File: src/design/evb_pkg.sv
`timescale 1ns / 1ps
`default_nettype none

package evb_pkg;

    // Request and result payloads
    typedef struct packed {
        logic        cmd;
        logic [31:0] event_number;
        logic [3:0]  source_id;
    } t_req;

    typedef struct packed {
        logic [2:0]  status;
        logic [31:0] result_event;
        logic        completed;
        logic        last;
    } t_res;

    // Request commands
    localparam logic CMD_ADD   = 1'b0;
    localparam logic CMD_DRAIN = 1'b1;

    // Result status codes
    localparam logic [2:0] ST_ACCEPTED  = 3'd0;
    localparam logic [2:0] ST_DUPLICATE = 3'd1;
    localparam logic [2:0] ST_FULL      = 3'd2;
    localparam logic [2:0] ST_DRAINED   = 3'd3;
    localparam logic [2:0] ST_EMPTY     = 3'd4;

    // Widths and limits that do not vary
    localparam int         CNT_W       = 5;
    localparam int         MAX_RESULTS = 16;
    localparam int         DRAIN_W     = 5;
    localparam logic [4:0] SPE_RESET   = 5'd6;

    // Controller to datapath
    typedef struct packed {
        logic accept;
        logic encode;
        logic update;
        logic emit_empty;
        logic drain;
    } t_cmd;

    // Datapath to controller
    typedef struct packed {
        logic fill_zero;
        logic drain_done;
    } t_sts;

endpackage

`default_nettype wire

File: src/design/evb_ctrl.sv
`timescale 1ns / 1ps
`default_nettype none

module evb_ctrl (
    input  wire logic        i_clk,
    input  wire logic        i_rst_n,
    input  wire logic        start,
    input  wire logic        i_req_cmd,
    input  wire evb_pkg::t_sts i_sts,
    output evb_pkg::t_cmd    o_cmd,
    output logic             busy
);

    typedef enum logic [4:0] {
        S_IDLE   = 5'b00001,
        S_ENCODE = 5'b00010,
        S_UPDATE = 5'b00100,
        S_EMPTY  = 5'b01000,
        S_DRAIN  = 5'b10000
    } t_state;

    t_state r_state;
    t_state n_state;

    // Next state and command decode
    always_comb begin
        n_state = r_state;
        o_cmd   = '0;
        case (r_state)
            S_IDLE: begin
                if (start) begin
                    o_cmd.accept = 1'b1;
                    if (i_req_cmd == evb_pkg::CMD_ADD) begin
                        n_state = S_ENCODE;
                    end else if (i_sts.fill_zero) begin
                        n_state = S_EMPTY;
                    end else begin
                        n_state = S_DRAIN;
                    end
                end
            end
            S_ENCODE: begin
                o_cmd.encode = 1'b1;
                n_state      = S_UPDATE;
            end
            S_UPDATE: begin
                o_cmd.update = 1'b1;
                n_state      = S_IDLE;
            end
            S_EMPTY: begin
                o_cmd.emit_empty = 1'b1;
                n_state          = S_IDLE;
            end
            S_DRAIN: begin
                o_cmd.drain = 1'b1;
                if (i_sts.drain_done) begin
                    n_state = S_IDLE;
                end
            end
            default: begin
                n_state = S_IDLE;
            end
        endcase
    end

    always_ff @(posedge i_clk) begin
        if (!i_rst_n) begin
            r_state <= S_IDLE;
        end else begin
            r_state <= n_state;
        end
    end

    assign busy = (r_state != S_IDLE);

endmodule

`default_nettype wire

File: src/design/evb_datapath.sv
`timescale 1ns / 1ps
`default_nettype none

module evb_datapath #(
    parameter int EVENT_SLOTS = 16,
    parameter int MAX_SOURCES = 16
) (
    input  wire logic          i_clk,
    input  wire logic          i_rst_n,
    input  wire evb_pkg::t_cmd i_cmd,
    output evb_pkg::t_sts      o_sts,
    input  wire evb_pkg::t_req i_req,
    input  wire logic          i_cfg_valid,
    input  wire logic [4:0]    i_cfg_data,
    output evb_pkg::t_res      o_res,
    output logic               o_strobe
);

    localparam int SW     = (EVENT_SLOTS > 1) ? $clog2(EVENT_SLOTS) : 1;
    localparam int CW     = $clog2(EVENT_SLOTS + 1);
    localparam int MW     = evb_pkg::CNT_W + MAX_SOURCES;
    localparam int QW     = SW + 32;

    // Configuration
    logic [4:0] r_spe;

    always_ff @(posedge i_clk) begin
        if (!i_rst_n) begin
            r_spe <= evb_pkg::SPE_RESET;
        end else if (i_cfg_valid) begin
            r_spe <= i_cfg_data;
        end
    end

    // Latched request
    evb_pkg::t_req r_req;

    always_ff @(posedge i_clk) begin
        if (i_cmd.accept) begin
            r_req <= i_req;
        end
    end

    // Slot table: valid bits and event tags (compared in parallel)
    logic [EVENT_SLOTS-1:0] r_valid;
    logic [31:0]            r_event [EVENT_SLOTS];

    // Lookup vectors, registered at accept
    logic [EVENT_SLOTS-1:0] n_hit_vec;
    logic [EVENT_SLOTS-1:0] r_hit_vec;
    logic [EVENT_SLOTS-1:0] r_free_vec;

    always_comb begin
        for (int i = 0; i < EVENT_SLOTS; i++) begin
            n_hit_vec[i] = r_valid[i] && (r_event[i] == i_req.event_number);
        end
    end

    always_ff @(posedge i_clk) begin
        if (i_cmd.accept) begin
            r_hit_vec  <= n_hit_vec;
            r_free_vec <= ~r_valid;
        end
    end

    // Lowest matching slot, else lowest free slot
    logic [EVENT_SLOTS-1:0] sel_vec;
    logic [SW-1:0]          enc_idx;
    logic [SW-1:0]          r_slot;
    logic                   r_hit;
    logic                   r_full;

    always_comb begin
        sel_vec = (|r_hit_vec) ? r_hit_vec : r_free_vec;
        enc_idx = '0;
        for (int i = EVENT_SLOTS - 1; i >= 0; i--) begin
            if (sel_vec[i]) begin
                enc_idx = SW'(i);
            end
        end
    end

    always_ff @(posedge i_clk) begin
        if (i_cmd.encode) begin
            r_slot <= enc_idx;
            r_hit  <= |r_hit_vec;
            r_full <= ~(|r_hit_vec) & ~(|r_free_vec);
        end
    end

    // Per-slot source mask and count memory: {count, mask}
    logic [MW-1:0] mask_mem [EVENT_SLOTS];
    logic [MW-1:0] r_mask_rd;

    // Completion queue memory: {slot, event}
    logic [QW-1:0] queue_mem [EVENT_SLOTS];
    logic [QW-1:0] r_q_rd;
    logic [SW-1:0] r_head;
    logic [SW-1:0] r_tail;
    logic [CW-1:0] r_fill;

    // Update step
    logic [MAX_SOURCES-1:0]    src_bit;
    logic [MAX_SOURCES-1:0]    old_mask;
    logic [evb_pkg::CNT_W-1:0] old_cnt;
    logic [evb_pkg::CNT_W-1:0] new_cnt;
    logic                      src_bad;
    logic                      dup;
    logic                      ok;
    logic                      complete;
    logic [2:0]                add_status;

    always_comb begin
        src_bit  = MAX_SOURCES'(1) << r_req.source_id;
        old_mask = r_hit ? r_mask_rd[MAX_SOURCES-1:0] : '0;
        old_cnt  = r_hit ? r_mask_rd[MW-1:MAX_SOURCES] : '0;
        new_cnt  = (old_cnt != {evb_pkg::CNT_W{1'b1}}) ? old_cnt + 1'b1 : old_cnt;
        src_bad  = (32'(r_req.source_id) >= MAX_SOURCES);
        dup      = src_bad || (r_hit && (|(old_mask & src_bit)));
        ok       = !dup && !r_full;
        complete = ok && (new_cnt == r_spe) && (32'(r_fill) < EVENT_SLOTS);
        if (dup) begin
            add_status = evb_pkg::ST_DUPLICATE;
        end else if (r_full) begin
            add_status = evb_pkg::ST_FULL;
        end else begin
            add_status = evb_pkg::ST_ACCEPTED;
        end
    end

    // Drain walk: issue a queue read per cycle, mark it in r_pend, then emit the read data
    logic [evb_pkg::DRAIN_W-1:0] r_left;
    logic                        r_pend;
    logic                        r_pend_last;
    logic                        issue;
    logic [SW-1:0]               drain_slot;

    assign issue      = i_cmd.drain && (r_left != '0);
    assign drain_slot = r_q_rd[QW-1:32];

    always_ff @(posedge i_clk) begin
        if (!i_rst_n) begin
            r_left      <= '0;
            r_pend      <= 1'b0;
            r_pend_last <= 1'b0;
        end else begin
            if (i_cmd.accept) begin
                r_left <= (32'(r_fill) > evb_pkg::MAX_RESULTS)
                        ? evb_pkg::DRAIN_W'(evb_pkg::MAX_RESULTS)
                        : evb_pkg::DRAIN_W'(r_fill);
            end else if (issue) begin
                r_left <= r_left - 1'b1;
            end
            r_pend      <= issue;
            r_pend_last <= issue && (r_left == evb_pkg::DRAIN_W'(1));
        end
    end

    // Memories
    always_ff @(posedge i_clk) begin
        r_mask_rd <= mask_mem[enc_idx];
        if (i_cmd.update && ok) begin
            mask_mem[r_slot] <= {new_cnt, old_mask | src_bit};
        end
    end

    always_ff @(posedge i_clk) begin
        r_q_rd <= queue_mem[r_head];
        if (i_cmd.update && complete) begin
            queue_mem[r_tail] <= {r_slot, r_req.event_number};
        end
    end

    // Event tags
    always_ff @(posedge i_clk) begin
        if (i_cmd.update && ok && !r_hit) begin
            r_event[r_slot] <= r_req.event_number;
        end
    end

    // Valid bits and queue pointers
    always_ff @(posedge i_clk) begin
        if (!i_rst_n) begin
            r_valid <= '0;
            r_head  <= '0;
            r_tail  <= '0;
            r_fill  <= '0;
        end else begin
            if (i_cmd.update && ok && !r_hit) begin
                r_valid[r_slot] <= 1'b1;
            end
            if (r_pend) begin
                r_valid[drain_slot] <= 1'b0;
            end
            if (i_cmd.update && complete) begin
                r_tail <= (r_tail == SW'(EVENT_SLOTS - 1)) ? '0 : r_tail + 1'b1;
                r_fill <= r_fill + 1'b1;
            end else if (issue) begin
                r_head <= (r_head == SW'(EVENT_SLOTS - 1)) ? '0 : r_head + 1'b1;
                r_fill <= r_fill - 1'b1;
            end
        end
    end

    // Result register
    evb_pkg::t_res r_res;
    logic          r_strobe;

    always_ff @(posedge i_clk) begin
        if (!i_rst_n) begin
            r_strobe <= 1'b0;
        end else begin
            r_strobe <= i_cmd.update || i_cmd.emit_empty || r_pend;
        end
    end

    always_ff @(posedge i_clk) begin
        if (i_cmd.update) begin
            r_res.status       <= add_status;
            r_res.result_event <= r_req.event_number;
            r_res.completed    <= complete;
            r_res.last         <= 1'b1;
        end else if (i_cmd.emit_empty) begin
            r_res.status       <= evb_pkg::ST_EMPTY;
            r_res.result_event <= '0;
            r_res.completed    <= 1'b0;
            r_res.last         <= 1'b1;
        end else if (r_pend) begin
            r_res.status       <= evb_pkg::ST_DRAINED;
            r_res.result_event <= r_q_rd[31:0];
            r_res.completed    <= 1'b0;
            r_res.last         <= r_pend_last;
        end
    end

    assign o_res    = r_res;
    assign o_strobe = r_strobe;
    assign o_sts    = '{fill_zero: (r_fill == '0), drain_done: (r_pend && r_pend_last)};

endmodule

`default_nettype wire

File: src/design/event_fragment_builder.sv
// Event fragment builder. Requests are taken when start is high and busy is
// low. An add request runs through accept with parallel tag compare, slot
// select with mask memory read, and update; its single result appears on
// o_res with o_strobe in the cycle in which busy drops. A drain request with
// no completed events gets one ST_EMPTY result; one that drains n events
// (n at most 16) delivers one event per cycle, paced by the single read
// port of the completion queue memory. Results are held for one cycle
// only and the receiver cannot stall them. Configuration writes are always
// ready and must be issued while busy is low and no result is pending.
`timescale 1ns / 1ps
`default_nettype none

module event_fragment_builder #(
    parameter int EVENT_SLOTS = 16,
    parameter int MAX_SOURCES = 16
) (
    input  wire logic          i_clk,
    input  wire logic          i_rst_n,
    input  wire logic          start,
    output logic               busy,
    input  wire evb_pkg::t_req i_req,
    output evb_pkg::t_res      o_res,
    output logic               o_strobe,
    input  wire logic          i_cfg_valid,
    output logic               o_cfg_ready,
    input  wire logic [4:0]    i_cfg_data
);

    evb_pkg::t_cmd cmd;
    evb_pkg::t_sts sts;

    assign o_cfg_ready = 1'b1;

    evb_ctrl u_ctrl (
        .i_clk     (i_clk),
        .i_rst_n   (i_rst_n),
        .start     (start),
        .i_req_cmd (i_req.cmd),
        .i_sts     (sts),
        .o_cmd     (cmd),
        .busy      (busy)
    );

    evb_datapath #(
        .EVENT_SLOTS (EVENT_SLOTS),
        .MAX_SOURCES (MAX_SOURCES)
    ) u_datapath (
        .i_clk       (i_clk),
        .i_rst_n     (i_rst_n),
        .i_cmd       (cmd),
        .o_sts       (sts),
        .i_req       (i_req),
        .i_cfg_valid (i_cfg_valid),
        .i_cfg_data  (i_cfg_data),
        .o_res       (o_res),
        .o_strobe    (o_strobe)
    );

endmodule

`default_nettype wire
File: config.mk
export PLATFORM = sky130hd
export DESIGN_NAME = event_fragment_builder
export DESIGN_NICKNAME = d
export VERILOG_FILES = /design/src/design/evb_pkg.sv /design/src/design/evb_ctrl.sv /design/src/design/evb_datapath.sv /design/src/design/event_fragment_builder.sv
export SDC_FILE = /design/constraint.sdc
export NUM_CORES = 2
export LEC_CHECK = 0
export BUFFER_PORTS_ARGS = -buffer_cell sky130_fd_sc_hd__clkbuf_2
export CAP_MARGIN = 30
export CORE_MARGIN = 2
export CORE_UTILIZATION = 50
export CTS_CLUSTER_DIAMETER = 40
export DETAILED_ROUTE_END_ITERATION = 6
export PLACE_DENSITY = 0.72
export SETUP_SLACK_MARGIN = 0.4
export SLEW_MARGIN = 20
export SYNTH_ARGS = -nofsm -noshare
export SYNTH_HDL_FRONTEND = slang
export SYNTH_SLANG_ARGS = --single-unit
File: constraint.sdc
create_clock -name i_clk -period 6.03 [get_ports i_clk]
set_input_delay 0.9045 -clock i_clk [delete_from_list [all_inputs] [get_ports i_clk]]
set_output_delay 0.9045 -clock i_clk [all_outputs]
set_load 0.005 [all_outputs]
## After elaboration in Yosys (flattened, before gate mapping)

Memories as Yosys holds them, arrays and structs flattened. A register that Yosys moved wholly into a read port is not among the register bits.
Index checks and enable logic that the tools add are counted.

| word-level totals | value |
|---|---|
| flip-flop bits (word level) | 158 |
| memory bits (writable) | 1424 |
| input port bits | 46 |
| output and inout port bits | 40 |
| word-level logic and storage cells | 176 |
| memories kept | 3 |

Memory list:

| name | words | bits a word | rd ports | clocked after memory_dff | write ports | RTL line | source |
|---|---|---|---|---|---|---|---|
| u_datapath.queue_mem | 16 | 36 | 1 | 1 | 1 | evb_datapath.sv:96 | `logic [QW-1:0] queue_mem [EVENT_SLOTS];` |
| u_datapath.r_event | 16 | 32 | 16 | 0 | 1 | evb_datapath.sv:46 | `logic [31:0] r_event [EVENT_SLOTS];` |
| u_datapath.mask_mem | 16 | 21 | 1 | 1 | 1 | evb_datapath.sv:92 | `logic [MW-1:0] mask_mem [EVENT_SLOTS];` |

| cells by class | value |
|---|---|
| $add $sub $neg | 6 |
| magnitude comparators | 6 |
| equal/unequal tests | 29 |
| shift-type cells | 1 |
| multiplexer cells | 56 |
| bitwise gates (word level) | 10 |
| reductions and logical operators | 44 |

Operators with widths:

| cell | number |
|---|---|
| $eq 32x32->1 | 16 |
| $mux 37 | 3 |
| $mux 16 | 5 |
| $mux 4 | 18 |
| $mux 5 | 11 |
| $reduce_or 16->1 | 3 |
| $and 16x16->16 | 2 |
| $not 16->16 | 2 |
| $or 16x16->16 | 2 |
| $logic_and 1x1->1 | 28 |
| $shl 1x4->16 const A | 1 |
| $pmux 5 s3 | 1 |
| $mux 1 | 14 |
| $add 5x1->5 const B | 2 |
| $eq 5x1->1 const B | 2 |
| $lt 4x5->1 const B | 2 |
| $sub 5x1->5 const B | 2 |
| $add 4x1->4 const B | 2 |
| $demux 1 s4 | 2 |
| $eq 4x4->1 const B | 2 |
| $ge 4x1->1 const B | 2 |
| $eq 5x2->1 const B | 1 |
| $eq 5x3->1 const B | 1 |
| $eq 5x4->1 const B | 1 |
| 19 further kinds | 27 |

## Logic depth before layout (Yosys ltp)

| depth | value |
|---|---|
| depth in word-level cells | 18 |
| depth in mapped cells | 17 |
| depth with buffers taken out | 16 |

## Modules after synthesis

From an unflattened synthesis, not the netlist that was laid out.

| second synthesis, totals | value |
|---|---|
| cell total of the unflattened synthesis | 3475 |
| area total of the unflattened synthesis | 64149.0 um2 |

By module, submodules not included:

| module | instances | cells an instance | area an instance (um2) | sequential area each (um2) |
|---|---|---|---|---|
| evb_datapath | 1 | 3445 | 63888.8 | 48066.1 |
| evb_ctrl | 1 | 28 | 249.0 | 100.1 |
| event_fragment_builder | 1 | 2 | 11.3 | 0.0 |

## Least setup slack after synthesis

Ideal clock, no wire load.

| timing | value |
|---|---|
| path type | reg-to-reg |
| start | register u_datapath.r_hit |
| end | memory u_datapath.queue_mem[3][0] in the netlist's numbering, enable pin |
| setup time | 0.474 ns |
| arrival | 5.357 ns |
| data required time | 5.556 ns |
| path slack | 0.199 ns |
| cell stages (with the launch flop) | 13 |
| clock period less this slack | 5.831 ns |
| path through | edfxtp_1 > clkbuf_1 > clkbuf_1 > and2_1 > ha_1 > and3_1 > and3_1 > mux2_2 > xor2_1 > nor3_1 > nor4b_4 > nand2_1 > nor3_1 |

| between the ends | value |
|---|---|
| elaborated cells between the ends (all ways) | 16 |

RTL lines:

| item | RTL line | source |
|---|---|---|
| start, declared | evb_datapath.sv:70 | `logic r_hit;` |
| start signal, assigned | evb_datapath.sv:86 | `r_hit <= \|r_hit_vec;` |
| $mux 5 (*) | evb_datapath.sv:116 | `old_cnt = r_hit ? r_mask_rd[MW-1:MAX_SOURCES] : '0;` |
| $add 5x1->5 or $ne 5x5->1 (tied branches) | evb_datapath.sv:117 | `new_cnt = (old_cnt != {evb_pkg::CNT_W{1'b1}}) ? old_cnt + 1'b1 : old_cnt;` |
| $mux 5 (*) | evb_datapath.sv:117 |  |
| net u_datapath.new_cnt (one bit) | evb_datapath.sv:106 | `logic [evb_pkg::CNT_W-1:0] new_cnt;` |
| $eq 5x5->1 (*) | evb_datapath.sv:121 | `complete = ok && (new_cnt == r_spe) && (32'(r_fill) < EVENT_SLOTS);` |
| $logic_and 1x1->1 (*) (2 in a row) | evb_datapath.sv:121 |  |
| $logic_and 1x1->1 (*) | evb_datapath.sv:169 | `if (i_cmd.update && complete) begin` |
| $mux 1 (*) | evb_datapath.sv:169 |  |
| $mux 1 (implied by the code) (*) | evb_datapath.sv:170 | `queue_mem[r_tail] <= {r_slot, r_req.event_number};` |
| end, declared | evb_datapath.sv:96 |  |

The timed path passes the listed nets; every way through them passes the cells marked *.

## Worst setup path after layout

| timing | value |
|---|---|
| start | register u_datapath.r_req[1] in the netlist's numbering |
| end | memory u_datapath.queue_mem[13][31] in the netlist's numbering, enable pin |

| between the ends | value |
|---|---|
| longest elaborated chain between the ends | 11 |

Ends and longest elaborated chain:

| item | RTL line | source |
|---|---|---|
| start, declared | evb_datapath.sv:36 | `evb_pkg::t_req r_req;` |
| start signal, assigned | evb_datapath.sv:40 | `r_req <= i_req;` |
| $shl 1x4->16 | evb_datapath.sv:114 | `src_bit = MAX_SOURCES'(1) << r_req.source_id;` |
| $and 16x16->16 | evb_datapath.sv:119 | `dup = src_bad \|\| (r_hit && (\|(old_mask & src_bit)));` |
| $reduce_or 16->1 | evb_datapath.sv:119 |  |
| $logic_and 1x1->1 | evb_datapath.sv:119 |  |
| $logic_not 1->1 | evb_datapath.sv:120 | `ok = !dup && !r_full;` |
| $logic_and 1x1->1 | evb_datapath.sv:120 |  |
| $logic_and 1x1->1 (2 in a row) | evb_datapath.sv:121 |  |
| $logic_and 1x1->1 | evb_datapath.sv:169 |  |
| $mux 1 | evb_datapath.sv:169 |  |
| $mux 1 (implied by the code) | evb_datapath.sv:170 |  |

No other way between the ends.

==> results by stage <==
Status:
- The run finished with clean final reports.

Drt:
- For this block, the initial DRC count from the detailed router was a little under 5000.
- The remaining number of nets flagged by the antenna check after routing is 0.
- The post-route DRC violation count is 0.
- The detailed-route via count is 34774.
- The sum of routed wire length over all layers is 169 mm.
- Using the TritonRoute via totals, the vias-per-cell ratio works out to 6.20.
- Before antenna repair, the detailed router went through 5 iterations.
- In the final routed layout, each cell accounts on average for around 30 µm.

Critical path:
- The data arrival time at the worst-slack endpoint is 5.41 ns.
- Of all nets on the critical path, the largest fanout is 23.
- Traced cell by cell, the critical path runs through mux4_2, and3_1, o41ai_2, nand3b_1, nor4b_4, nand2_1, nor2_4, buf_4.
- The category of the most critical setup path is reg2reg.
- Counting both buffers and inverters, the worst setup path holds a total of 1.
- Among all stages on the critical path, the largest delay is contributed by nor2_4.
- The data required time at the worst endpoint is 6.52 ns.
- On the critical path the largest part of the delay comes from simple AND/OR/NAND/NOR gates.
- The startpoint type of the worst setup path is a register.
- In this design, the stage delay of the slowest critical-path cell is 0.80 ns.
- The sort of element at the end of the critical path is a register.

Yosys:
- Yosys attributes the largest share of cell area to edfxtp_1 (72%), mux4_2 (6.4%), xnor2_1 (5.3%).
- By count the netlist is led by edfxtp_1 (1534), xnor2_1 (387), mux4_2 (182).
- A synthesized cell averages 18.0 µm².
- The share of synthesized registers carrying an async set or reset is 0%.
- The count of cell types in the netlist is 79.
- In this run, synthesis inferred 1534 flip-flops with an integrated enable.
- Of the synthesized area, sequential elements account for about three quarters.
- The most common cell in the synthesized netlist is edfxtp_1.
- The prevailing post-synth register cell is edfxtp_1.
- The Yosys step of the flow raised 0 warnings.
- The mapped netlist covers 0.0642 mm².
- After synthesis the netlist holds a flip-flop and latch count of 1639.
- The share of synthesized area in the top cell type comes to 71.7%.
- The count of mapped cells out of synthesis is about 3600.
- The total nets after synthesis is 3628.
- The cell type with the highest aggregate area in the netlist is edfxtp_1.

Place:
- The congestion estimate from routability-driven global placement came to 0.851.
- At the placement stage, the worst setup path has a slack of 1.23 ns.
- Including well taps, the total number of placed cells is 5255.
- The number of buffers inserted by port buffering is 84.
- Detailed placement ended at an HPWL of 94.8 mm.

Clock tree:
- The clock transition at the registers of the reported paths is 0.06 ns.
- The post-cts resize count is 0.
- In this run the number of H-tree levels came out at 4.
- The worst-case clock buffer depth is 3.
- The TritonCTS buffer count is 180.
- The setup fix buffers added after clock tree synthesis is 0.
- TritonCTS built the clock tree.
- The buffer cell driving the clock tree root is clkbuf_16.
- The count of hold-fix buffers inserted at cts is 0.
- Clock tree synthesis found a total of 1639 sinks.
- The later pin in the worst-skew pair is clocked with a latency of 0.81 ns.

Global routing:
- The initial antenna violation count is 7.
- In the global route stage, overall resource usage came out at 25.5%.
- The pin count of the biggest net entering global routing is 149.
- The total congestion overflow after global routing is 0.
- The number of global-route vias before repair is 34101.
- The first global-routing pass estimated 240 mm of wire.

Timing:
- Across all setup checks in the final design, the least slack found is 1.11 ns.
- The worst slew margin relative to its limit is 23.2%.
- The count of endpoints failing hold in the final timing report came to 0.
- Based on the critical path, the design can be clocked at up to approximately 200 MHz.
- Setup repair after global routing left no endpoint under its margin.
- The summed negative setup slack over all endpoints is 0 ns.
- The number of failing setup endpoints in the final timing report is 0.
- The final-report max-slew violation count is 0.
- The worst-case clock skew is 0.0381 ns.
- The routed design could run at a clock period as short as 4.92 ns.
- The final cycle utilization of the critical path is 81.5%.
- The slew of the pin with the lowest slew margin is 1.14 ns.

Floorplanning:
- The die is 362 µm tall.
- The I/O pin total is 86.
- The floorplan row count is between 100 and 150.
- The area inside the core boundary is 0.128 mm².
- The x dimension of the die is 362 µm.
- The starting density of the core is 50.3%.
- The die footprint is ~0.13 mm².

Flow run:
- The count of maximum capacitance violations is 0.

Layout:
- At the end of the flow, the number of nets in the layout was 3845.
- Relative to the synthesized area, the layout overhead comes to 14.8%.
- The number of cells in the finished layout apart from fillers is between 5000 and 6000.
- The share of cells above drive strength 1 is 20.5%.

Min path:
- The class of the most critical hold timing path is in2reg.

Pwr:
- VDD sags by at most 0.000269 V.
- The total power divided by cell area is 344 mW/mm².
- The analysis attributes to cell leakage a power of 23.2 nW.
## flip-flops by register name (all words and copies together), names as in the netlist, 5 cells and up
register / flops
u_datapath.queue_mem: 576
u_datapath.r_event: 512
u_datapath.mask_mem: 336
u_datapath.o_res: 37
u_datapath.r_q_rd: 36
u_datapath.r_req: 36
u_datapath.r_mask_rd: 21
u_datapath.r_free_vec: 16
u_datapath.r_hit_vec: 16
u_datapath.r_valid: 16
u_ctrl.r_state: 5
u_datapath.r_fill: 5
u_datapath.r_left: 5
u_datapath.r_spe: 5
## path summary, 6_finish.rpt
check | slack, ns | startpoint | cells after the start | to
setup / recovery | 1.11 | u_datapath.r_req[1] | 8 | u_datapath.queue_mem[13][31]
hold / removal | 0.31 | i_req[36] | 2 | u_ctrl.r_state[1]
setup reg to reg | 1.11 | u_datapath.r_req[1] | 8 | u_datapath.queue_mem[13][31]
hold reg to reg | 0.45 | u_datapath.r_req[19] | 0 | u_datapath.r_event[11][15]
## through the flow
step / area, µm² / hold WS, ns / total power, W / utilization [%]
2_1_floorplan: 64200 / 0.441 / 0.0137 / -
4_1_cts: 73500 / 0.256 / 0.0254 / 57.6
5_1_grt: 73700 / 0.293 / 0.0260 / 57.8
3_5_place_dp: 67300 / 0.440 / 0.0143 / 52.8
6_report: 73700 / 0.315 / 0.0253 / 57.8
3_3_place_gp: 67200 / 0.431 / 0.0143 / 52.7
## area by class of cell
type | count | area (µm²)
clock buffer | 232 | 4890
multi-input combinational | 1702 | 15500
fill | 9201 | 53800
tap | 1662 | 2080
sequential | 1639 | 48200
antenna | 2 | 5.00
inverter | 39 | 148
clock inverter | 108 | 1260
timing repair buffer | 224 | 1650
## layout by cell type, fill, tap and decap left out, types with 17 or more instances in the layout
cell / netlist / routed
clkinv_2: 0 / 26
nand2_1: 125 / 124
a21oi_1: 50 / 49
nor4_1: 63 / 62
nor2_1: 87 / 47
bufinv_16: 0 / 19
clkbuf_1: 140 / 36
a211oi_1: 51 / 51
inv_1: 37 / 36
xnor2_1: 387 / 387
nor2_4: 0 / 28
edfxtp_1: 1534 / 1534
clkinv_1: 0 / 21
clkbuf_16: 0 / 183
and3_1: 56 / 55
o21ai_0: 50 / 46
a22o_1: 35 / 35
inv_6: 0 / 18
mux2_2: 18 / 18
xor2_1: 137 / 137
buf_4: 4 / 122
and2_1: 24 / 24
o221ai_1: 17 / 17
nand3_1: 44 / 44
nand4_1: 105 / 105
clkbuf_2: 0 / 85
dfxtp_1: 105 / 101
mux4_2: 182 / 182
## kinds of logic (layout without fill, tap and decap cells)
group / Yosys count / in the layout / share of synthesized area (%)
other: 1 / 3 / 0.00584
muxes: 210 / 210 / 6.86
xor gates and xnor gates: 524 / 524 / 7.15
AOI/OAI and AO/OA: 349 / 349 / 4.01
DFF: 1639 / 1639 / 75.0
buffers and inverters: 228 / 603 / 1.44
and+or+nand+nor: 605 / 605 / 5.26
adders and majority gates: 13 / 13 / 0.265
## routing by layer
layer | track usage [%] | share of wire [%] | wire length [µm]
met1 | 35.2 | 39 | 64900
met2 | 40.5 | 47 | 79600
met3 | 5.35 | 11 | 18200
met4 | 9.14 | 3.5 | 5830
met5 | 0 | 0 | 0
## worst register-to-register path: stages, from the launching register on
cell	delay (ns)
edfxtp_1	0.67
mux4_2	0.57
and3_1	0.20
o41ai_2	0.50
nand3b_1	0.44
nor4b_4	0.63
nand2_1	0.38
nor2_4	0.81
buf_4	0.41
## power by group
part	total (W)	switching [W]	internal (W)
clock	0.0112	0.00458	0.00663
combinational	0.00132	0.000968	0.000357
sequential	0.0128	0.000105	0.0127
No activity file was read; power rests on OpenSTA's default activity.
